===== src/hdl/dipc_pkg.sv =====
// Shared types, character codes and range checks for the dotted IPv4 classifier.
package dipc_pkg;

    localparam int CharWidth = 16;
    localparam int OctetWidth = 8;
    localparam int OutBytes = 8;

    localparam logic [CharWidth-1:0] CharZero = 16'h0030;
    localparam logic [CharWidth-1:0] CharNine = 16'h0039;
    localparam logic [CharWidth-1:0] CharDot  = 16'h002E;

    localparam logic [1:0] LastDotIndex = 2'd3;
    localparam logic [11:0] OctetMax = 12'd255;

    // Parse progress for the text being received.
    typedef struct packed {
        logic [1:0]            octet_count;
        logic [OctetWidth-1:0] octet_value;
        logic                  digit_seen;
        logic [OctetWidth-1:0] first_octet;
        logic [OctetWidth-1:0] second_octet;
        logic                  parse_failed;
    } parse_state_t;

    // True for 10/8, 127/8, 172.16/12, 192.168/16 and 169.254/16.
    function automatic logic in_private_range(input logic [OctetWidth-1:0] a,
                                              input logic [OctetWidth-1:0] b);
        logic hit;
        hit = (a == 8'd10)
            || (a == 8'd127)
            || ((a == 8'd172) && (b >= 8'd16) && (b <= 8'd31))
            || ((a == 8'd192) && (b == 8'd168))
            || ((a == 8'd169) && (b == 8'd254));
        return hit;
    endfunction

endpackage


===== src/hdl/dipc_parse.sv =====
// Per-character update of the dotted-quad parse state.
module dipc_parse (
    input  dipc_pkg::parse_state_t           cur,
    input  logic [dipc_pkg::CharWidth-1:0]   character,
    output dipc_pkg::parse_state_t           nxt
);
    import dipc_pkg::*;

    logic        is_digit;
    logic [3:0]  digit;
    logic [11:0] times_ten;

    assign is_digit = (character >= CharZero) && (character <= CharNine);
    assign digit = 4'(character - CharZero);
    // value * 10 + digit, built from shifts so no multiplier is needed.
    assign times_ten = ({4'd0, cur.octet_value} << 3) + ({4'd0, cur.octet_value} << 1)
                     + {8'd0, digit};

    always_comb
    begin
        nxt = cur;
        priority if (cur.parse_failed)
        begin
            nxt = cur;
        end
        else if (character == CharDot)
        begin
            if (!cur.digit_seen || (cur.octet_count == LastDotIndex))
            begin
                nxt.parse_failed = 1'b1;
            end
            else
            begin
                if (cur.octet_count == 2'd0)
                    nxt.first_octet = cur.octet_value;
                else if (cur.octet_count == 2'd1)
                    nxt.second_octet = cur.octet_value;
                nxt.octet_count = cur.octet_count + 2'd1;
                nxt.octet_value = '0;
                nxt.digit_seen = 1'b0;
            end
        end
        else if (!is_digit)
        begin
            nxt.parse_failed = 1'b1;
        end
        else if (times_ten > OctetMax)
        begin
            nxt.parse_failed = 1'b1;
        end
        else
        begin
            nxt.octet_value = times_ten[OctetWidth-1:0];
            nxt.digit_seen = 1'b1;
        end
    end

endmodule


===== src/hdl/dotted_ipv4_private_classifier.sv =====
// Top level of the dotted IPv4 private-range classifier.
//
//  Channel   Direction  Handshake                   Content
//  s_axis    in         s_axis_tvalid/tready        one character, or tlast closing the text
//  m_axis    out        m_axis_tvalid/tready        one result per closed text
//
// Each request passes an input register, then the parse logic, which updates the
// parse state and, for a closing request, loads the result register.
// One request is accepted per cycle while no closing request stalls; the result is
// offered on m_axis_tvalid once its closing request has passed the input register
// and loaded the result register. Characters never wait on the output side; only
// a closing request stalls while the result register still holds an untaken result.
// Reset (rst_n low, asynchronous) clears the parse state and both valid flags.
// Between texts the parse state returns to all zeros.
module dotted_ipv4_private_classifier (
    input  logic        clk,
    input  logic        rst_n,
    input  logic        s_axis_tvalid,
    output logic        s_axis_tready,
    input  logic [15:0] s_axis_tdata,   // [15:0] character
    input  logic        s_axis_tlast,   // end_of_text
    output logic        m_axis_tvalid,
    input  logic        m_axis_tready,
    output logic [7:0]  m_axis_tdata    // [0] is_private, [1] well_formed, [7:2] zero
);
    import dipc_pkg::*;

    // Input register.
    logic                 in_valid_reg;
    logic [CharWidth-1:0] in_char_reg;
    logic                 in_last_reg;

    // Parse state and result register.
    parse_state_t         parse_reg;
    parse_state_t         parse_next;
    parse_state_t         step_state;
    logic                 out_valid_reg;
    logic                 out_private_reg;
    logic                 out_well_formed_reg;
    logic                 out_private_next;
    logic                 out_well_formed_next;

    logic                 in_fire;
    logic                 out_free;
    logic                 proc_go;
    logic                 proc_close;

    assign in_fire = s_axis_tvalid && s_axis_tready;
    assign out_free = !out_valid_reg || m_axis_tready;
    // A character always moves on; a closing request needs room for its result.
    assign proc_go = in_valid_reg && (!in_last_reg || out_free);
    assign proc_close = proc_go && in_last_reg;
    assign s_axis_tready = !in_valid_reg || proc_go;

    dipc_parse u_parse (
        .cur       (parse_reg),
        .character (in_char_reg),
        .nxt       (step_state)
    );

    always_comb
    begin
        out_well_formed_next = !parse_reg.parse_failed && parse_reg.digit_seen
                             && (parse_reg.octet_count == LastDotIndex);
        out_private_next = out_well_formed_next
                         && in_private_range(parse_reg.first_octet, parse_reg.second_octet);
        parse_next = parse_reg;
        if (proc_go)
        begin
            if (in_last_reg)
                parse_next = '0;
            else
                parse_next = step_state;
        end
    end

    always_ff @(posedge clk or negedge rst_n)
    begin
        if (!rst_n)
        begin
            in_valid_reg <= 1'b0;
        end
        else if (in_fire)
        begin
            in_valid_reg <= 1'b1;
        end
        else if (proc_go)
        begin
            in_valid_reg <= 1'b0;
        end
    end

    always_ff @(posedge clk)
    begin
        if (in_fire)
        begin
            in_char_reg <= s_axis_tdata;
            in_last_reg <= s_axis_tlast;
        end
    end

    always_ff @(posedge clk or negedge rst_n)
    begin
        if (!rst_n)
        begin
            parse_reg <= '0;
            out_valid_reg <= 1'b0;
        end
        else
        begin
            parse_reg <= parse_next;
            if (proc_close)
                out_valid_reg <= 1'b1;
            else if (m_axis_tready)
                out_valid_reg <= 1'b0;
        end
    end

    always_ff @(posedge clk)
    begin
        if (proc_close)
        begin
            out_private_reg <= out_private_next;
            out_well_formed_reg <= out_well_formed_next;
        end
    end

    assign m_axis_tvalid = out_valid_reg;
    assign m_axis_tdata = {{(OutBytes-2){1'b0}}, out_well_formed_reg, out_private_reg};

    // A closed text always leaves the parse state cleared.
    a_clear_after_close: assert property (@(posedge clk) disable iff (!rst_n)
        proc_close |=> (parse_reg == '0))
        else $error("parse state not cleared after closing request");

    // The fail mark stays set until the text closes.
    a_fail_sticky: assert property (@(posedge clk) disable iff (!rst_n)
        (parse_reg.parse_failed && !proc_close) |=> parse_reg.parse_failed)
        else $error("fail mark dropped before the text closed");

    // A result only appears after a closing request was processed.
    a_result_source: assert property (@(posedge clk) disable iff (!rst_n)
        $rose(out_valid_reg) |-> $past(proc_close))
        else $error("result appeared without a closing request");

    // Only well-formed text may be classified as private.
    a_private_needs_form: assert property (@(posedge clk) disable iff (!rst_n)
        out_valid_reg |-> (!out_private_reg || out_well_formed_reg))
        else $error("private result on malformed text");

endmodule


===== config.mk =====
export PLATFORM = sky130hd
export DESIGN_NAME = dotted_ipv4_private_classifier
export DESIGN_NICKNAME = d
export VERILOG_FILES = /design/src/hdl/dipc_pkg.sv /design/src/hdl/dipc_parse.sv /design/src/hdl/dotted_ipv4_private_classifier.sv
export SDC_FILE = /design/constraint.sdc
export NUM_CORES = 1
export LEC_CHECK = 0
export BUFFER_PORTS_ARGS = -buffer_cell sky130_fd_sc_hd__clkbuf_2
export CAP_MARGIN = 20
export CORE_UTILIZATION = 46
export CTS_BUF_LIST = sky130_fd_sc_hd__clkbuf_8
export CTS_CLUSTER_DIAMETER = 80
export CTS_CLUSTER_SIZE = 12
export DETAILED_ROUTE_END_ITERATION = 7
export GPL_TIMING_DRIVEN = 0
export PLACE_DENSITY_LB_ADDON = 0.08
export SYNTH_ARGS = -nofsm -noshare
export SYNTH_HDL_FRONTEND = slang
export SYNTH_HIERARCHICAL = 1
export SYNTH_SLANG_ARGS = --single-unit
export TNS_END_PERCENT = 20

===== constraint.sdc =====
create_clock -name clk -period 4.1 [get_ports clk]
set_input_delay 0.615 -clock clk [delete_from_list [all_inputs] [get_ports clk]]
set_output_delay 0.615 -clock clk [all_outputs]
set_load 0.005 [all_outputs]

* After elaboration in Yosys (flattened, before gate mapping) *
Index checks and enable logic that the tools add are counted.

word-level totals
  bits in registers = 49
  input port bits = 21
  output and inout bits = 10
  word-level logic and storage cells = 90

operators by class
  add/sub/neg operators = 4
  order comparisons = 5
  equality and inequality tests = 15
  mux-type cells = 19
  reduce and logical (&&, ||, !) cells = 35

operator list
  cell                                                                 number
  two-way mux 28 bit                                                   2
  equality test 8 bit (second input constant)                          5
  two-way mux 27 bit                                                   1
  two-way mux 9 bit                                                    3
  two-way mux 8 bit                                                    3
  equality test 16 x 6 -> 1 bit (second input constant)                1
  greater-or-equal comparator 16 x 6 -> 1 bit (second input constant)  1
  less-or-equal comparator 16 x 6 -> 1 bit (second input constant)     1
  two-way mux 16 bit                                                   1
  adder 11 x 9 -> 12 bit                                               1
  adder 12 x 4 -> 12 bit                                               1
  greater-than comparator 12 x 8 -> 1 bit (second input constant)      1
  logical AND 1 bit                                                    11
  AND reduction 5 bit                                                  2
  nonzero test 2 bit                                                   5
  equality test 8 x 4 -> 1 bit (second input constant)                 1
  equality test 8 x 7 -> 1 bit (second input constant)                 1
  greater-or-equal comparator 8 x 5 -> 1 bit (second input constant)   1
  less-or-equal comparator 8 x 5 -> 1 bit (second input constant)      1
  logical OR 1 bit                                                     8
  two-way mux 1 bit                                                    8
  != test 2 bit (second input constant)                                3
  AND reduction 6 bit                                                  1
  logical NOT 1 bit                                                    5
  other kinds (10)                                                     10

* Longest topological paths before layout *
  depth after elaboration = 8
  mapped depth = 11
  gate-level depth less buffers = 11

* Cells and area by module *
Netlist, hierarchy kept.

modules (own cells, without submodules)
  module                          times used  cells an instance  area an instance (µm²)  seq. area each (µm²)
  dotted_ipv4_private_classifier  1           119                1,838.0                 1,321.3
  dipc_parse                      1           126                1,051.0                 0.0

* Worst setup path before layout *
Ideal clock, no wire load.

  path kind = flip-flop to flip-flop
  start point = register parse_reg[18] (netlist name)
  end point = register parse_reg[18] (netlist name)
  arrival time = 3,017 ps
  data required time = 3,979 ps
  path slack = 962 ps
  stages on the path, launching flop included = 10
  cell sequence = dfrtp_1 -> fa_1 -> ha_1 -> nor2b_4 -> o2111a_2 -> or4_4 -> a2111oi_4 -> nand3_4 -> mux2i_1 -> a22o_1

on the way
  cells in the longest elaborated chain, start to end = 5

ends and longest elaborated chain
  element                                  line                                   RTL
  from (decl)                              dotted_ipv4_private_classifier.sv:34   parse_state_t parse_reg;
  from (signal assigned)                   dotted_ipv4_private_classifier.sv:111  parse_reg <= parse_next;
  adder 11 x 9 -> 12 bit                   dipc_parse.sv:16                       assign times_ten = ({4'd0, cur.octet_value} << 3) + ({4'd0, cur.octet_value} << 1)
  adder 12 x 4 -> 12 bit                   dipc_parse.sv:17                       + {8'd0, digit};
  greater-than comparator 12 x 8 -> 1 bit  dipc_parse.sv:47                       else if (times_ten > OctetMax)
  != test 3 x 2 -> 1 bit (no line)         -
  AND reduction 5 bit (no line)            -

No other way between the ends.
A chain may end at the register's enable or synchronous reset.

==> results by group <==
Outcome
  – Run status: completed

CTS
  – CTS root buffer: clkbuf_8
  – Gates resized, CTS repair: 0
  – Htree depth: 2
  – Post-CTS setup buffers: 0
  – Hold Buf Count CTS: 0
  – Skew-Pair Late Insertion Delay: 0.30 ns
  – CTS Buf Count: 5
  – Clock slew at reported path FFs: roughly 0.09 ns
  – Largest buffer count on any clock path: 2
  – Clock sink count: about 50
  – TritonCTS clock tree: done

STA
  – Worst-Margin Slew: roughly 0.76 ns
  – Fmax: roughly 300 MHz
  – Setup TNS: 0 ns
  – Period minus WS final: roughly 3.4 ns
  – Slew margin rel.: approximately half
  – Final setup violation count: 0
  – RSZ-0062 raised after global routing: false
  – Final period utilization: 83.7%
  – Final Max Tran Viols: 0
  – Final hold vios: 0
  – Setup Skew: between 0.01 and 0.015 ns

Worst setup path
  – CP Class: reg2reg
  – Worst setup SP type: flop
  – R2R Path Start: parse_reg[18]$_DFFE_PN0P_
  – CP arrival: between 3 and 4 ns
  – CP required: approximately 4.3 ns
  – Worst-path fanout max: 8
  – CP Capture Type: flop
  – Flop-to-flop setup slack: about 0.67 ns
  – Worst r2r path cells: 10
  – RR Endpoint: parse_reg[22]$_DFFE_PN0P_

Synthesis
  – Synth cell types: between 50 and 60
  – Main area contributors after synthesis: dfrtp_1 (26%), edfxtp_1 (20%), a22o_1 (8.2%), ha_1 (7.8%), mux2_2 (6.2%)
  – Count of state elements after synthesis: between 40 and 50
  – Mapped Cells: approximately 250
  – Avg Inst Size Synth: around 12 sq um
  – Post-synth top area share: between 20% and 30%
  – EDFF count, synth: 19
  – Async SR Flop Fraction: about three fifths
  – Sequential-to-total area share from yosys stat: 45.7%
  – Top FF cell, synth: dfrtp_1
  – Synthesized area: just under 0.003 sq mm
  – Total number of yosys warnings: 6
  – Synth cell count leaders: dfrtp_1 (30), a22o_1 (27), edfxtp_1 (19)
  – Leading area contributor after synthesis: dfrtp_1
  – Most common cell in the synthesized netlist: dfrtp_1

Flow run
  – Max_cap viols: 0

Place
  – I/O Buffers: 24
  – RePlAce Congestion: a little over 0.8
  – Post-DP HPWL: around 4.2 mm

Route
  – WL final: around 5.6 mm
  – Via count: 1972
  – Drt wl/cell: 15.7 um
  – DRT Pass-1 Iters: 4
  – DRT iter0 DRCs: 81
  – Drt drc: 0
  – Via-per-instance ratio: 5.52
  – Final antenna-violating net count: 0

Die
  – Core area: 0.00599 sq mm
  – Initial core utilization: between 40% and 50%
  – DIE HEIGHT: between 80 and 90 um
  – Site Rows: 28
  – Die ar.: 0.00660 sq mm
  – IO Pins: 31
  – Die width: slightly above 80 um

Pwr
  – Peak supply drop: around 0.18 mV
  – Overall power: about 860 uW
  – Leakage: 1.57 nW
  – PD cells: 269 mW/mm^2

Finish
  – Number of flip-flops in the largest register: 28
  – Fillers: around 560
  – Area delta synth->final: 11.0%
  – Final nets: between 300 and 400
  – Share of layout cells above drive strength 1: 24.8%
  – Diodes inserted: 0

Global route
  – GRT Util Overall: 18.8%
  – Largest net degree at the start of global routing: 31
  – Vias in the first global route: between 1500 and 2000
  – First-pass GRT wire length: ~9.3 mm
  – Initial antenna violation count: 0
  – Congestion Overflow GR: 0

Worst hold path
  – Hold Crit Class: in2async
-- power breakdown --
part	total (mW)	internal, mW	switching, mW
clock network	0.276	0.118	0.157
logic	0.0555	0.0212	0.0343
registers	0.533	0.525	0.00770
-- cell usage in the layout (no fill, tap or decap), types with 3 or more instances in the layout --
master / netlist / routed
nand4_1: 5 / 5
xor2_1: 3 / 3
mux2_2: 16 / 16
nor2b_1: 3 / 3
o21ai_0: 7 / 7
nand4b_1: 3 / 3
nand2b_1: 3 / 3
buf_4: 8 / 8
edfxtp_1: 19 / 19
inv_1: 14 / 14
dfrtp_1: 30 / 30
nor4_1: 4 / 4
nor2_1: 6 / 6
buf_2: 4 / 4
mux2i_1: 8 / 8
conb_1: 1 / 6
ha_1: 18 / 18
clkbuf_2: 0 / 24
nand2_1: 18 / 18
clkbuf_8: 0 / 5
a21oi_1: 4 / 4
a22o_1: 27 / 27
-- critical path, stage by stage, from the launching register on --
cell and delay, ns:
dfrtp_1 0.49, fa_1 0.53, inv_1 0.10, fa_1 0.26, nor2b_4 0.06, o2111a_2 0.27, or4_4 0.50, a2111oi_4 0.50
nand3_4 0.23, mux2i_1 0.17, a22o_1 0.20
-- through the flow --
| step | utilization (%) | setup WS [ns] | hold slack, ns | std cells | cell area (sq um) |
|---|---|---|---|---|---|
| after global routing | 53.6 | 0.500 | 0.411 | 357 | 3210 |
| after global placement | 52.1 | 0.694 | 0.500 | 349 | 3120 |
| after floorplan | - | 0.962 | 0.319 | 250 | 2910 |
| after CTS | 53.6 | 0.645 | 0.393 | 357 | 3210 |
| after detailed placement | 52.1 | 0.683 | 0.506 | 349 | 3120 |
| final | 53.6 | 0.670 | 0.362 | 357 | 3210 |
-- cells by family (layout without fill, tap and decap cells) --
family,after synthesis,in the layout,share of synthesized area [%]
other,1,6,0.130
multiplexers,24,24,9.01
AO/OA/AOI/OAI,57,57,16.5
XOR/XNOR,5,5,1.52
adder cells (fa/ha/maj),20,20,9.18
flip-flops,49,49,45.7
AND/OR/NAND/NOR,61,61,13.0
buffers and inverters,28,60,4.85
-- worst max path at each step --
stage | startpoint | end | slack (ns) | cells past startpoint
2_1_floorplan | parse_reg[18]$_DFFE_PN0P_ | parse_reg[18]$_DFFE_PN0P_ | 0.96 | 9
3_3_place_gp | parse_reg[18]$_DFFE_PN0P_ | parse_reg[21]$_DFFE_PN0P_ | 0.69 | 10
3_5_place_dp | parse_reg[18]$_DFFE_PN0P_ | parse_reg[22]$_DFFE_PN0P_ | 0.68 | 10
4_1_cts | parse_reg[18]$_DFFE_PN0P_ | parse_reg[22]$_DFFE_PN0P_ | 0.65 | 10
5_1_grt | parse_reg[18]$_DFFE_PN0P_ | parse_reg[22]$_DFFE_PN0P_ | 0.50 | 10
6_report | parse_reg[18]$_DFFE_PN0P_ | parse_reg[22]$_DFFE_PN0P_ | 0.67 | 10
-- layer usage --
metal / GRT usage (%) / vias up / part of all wire, %
met2: 29.2 / 33 / 47
met3: 4.49 / 12 / 2.6
met4: 6.96 / 0 / 2.1
li1: - / 999 / -
met5: 0 / - / 0
met1: 25.2 / 928 / 49
-- cell type report --
cell class,count,area (sq um),area share [%]
multi-input cells,173,1450,45.1
flip-flops and latches,49,1320,41.2
repair buffers,24,120,3.74
well taps,75,93.8,2.93
plain buffers,14,87.6,2.73
clock buffers,5,68.8,2.15
inverters,14,52.6,1.64
clock inverters,3,17.5,0.546
(Power assumes the default switching activity.)
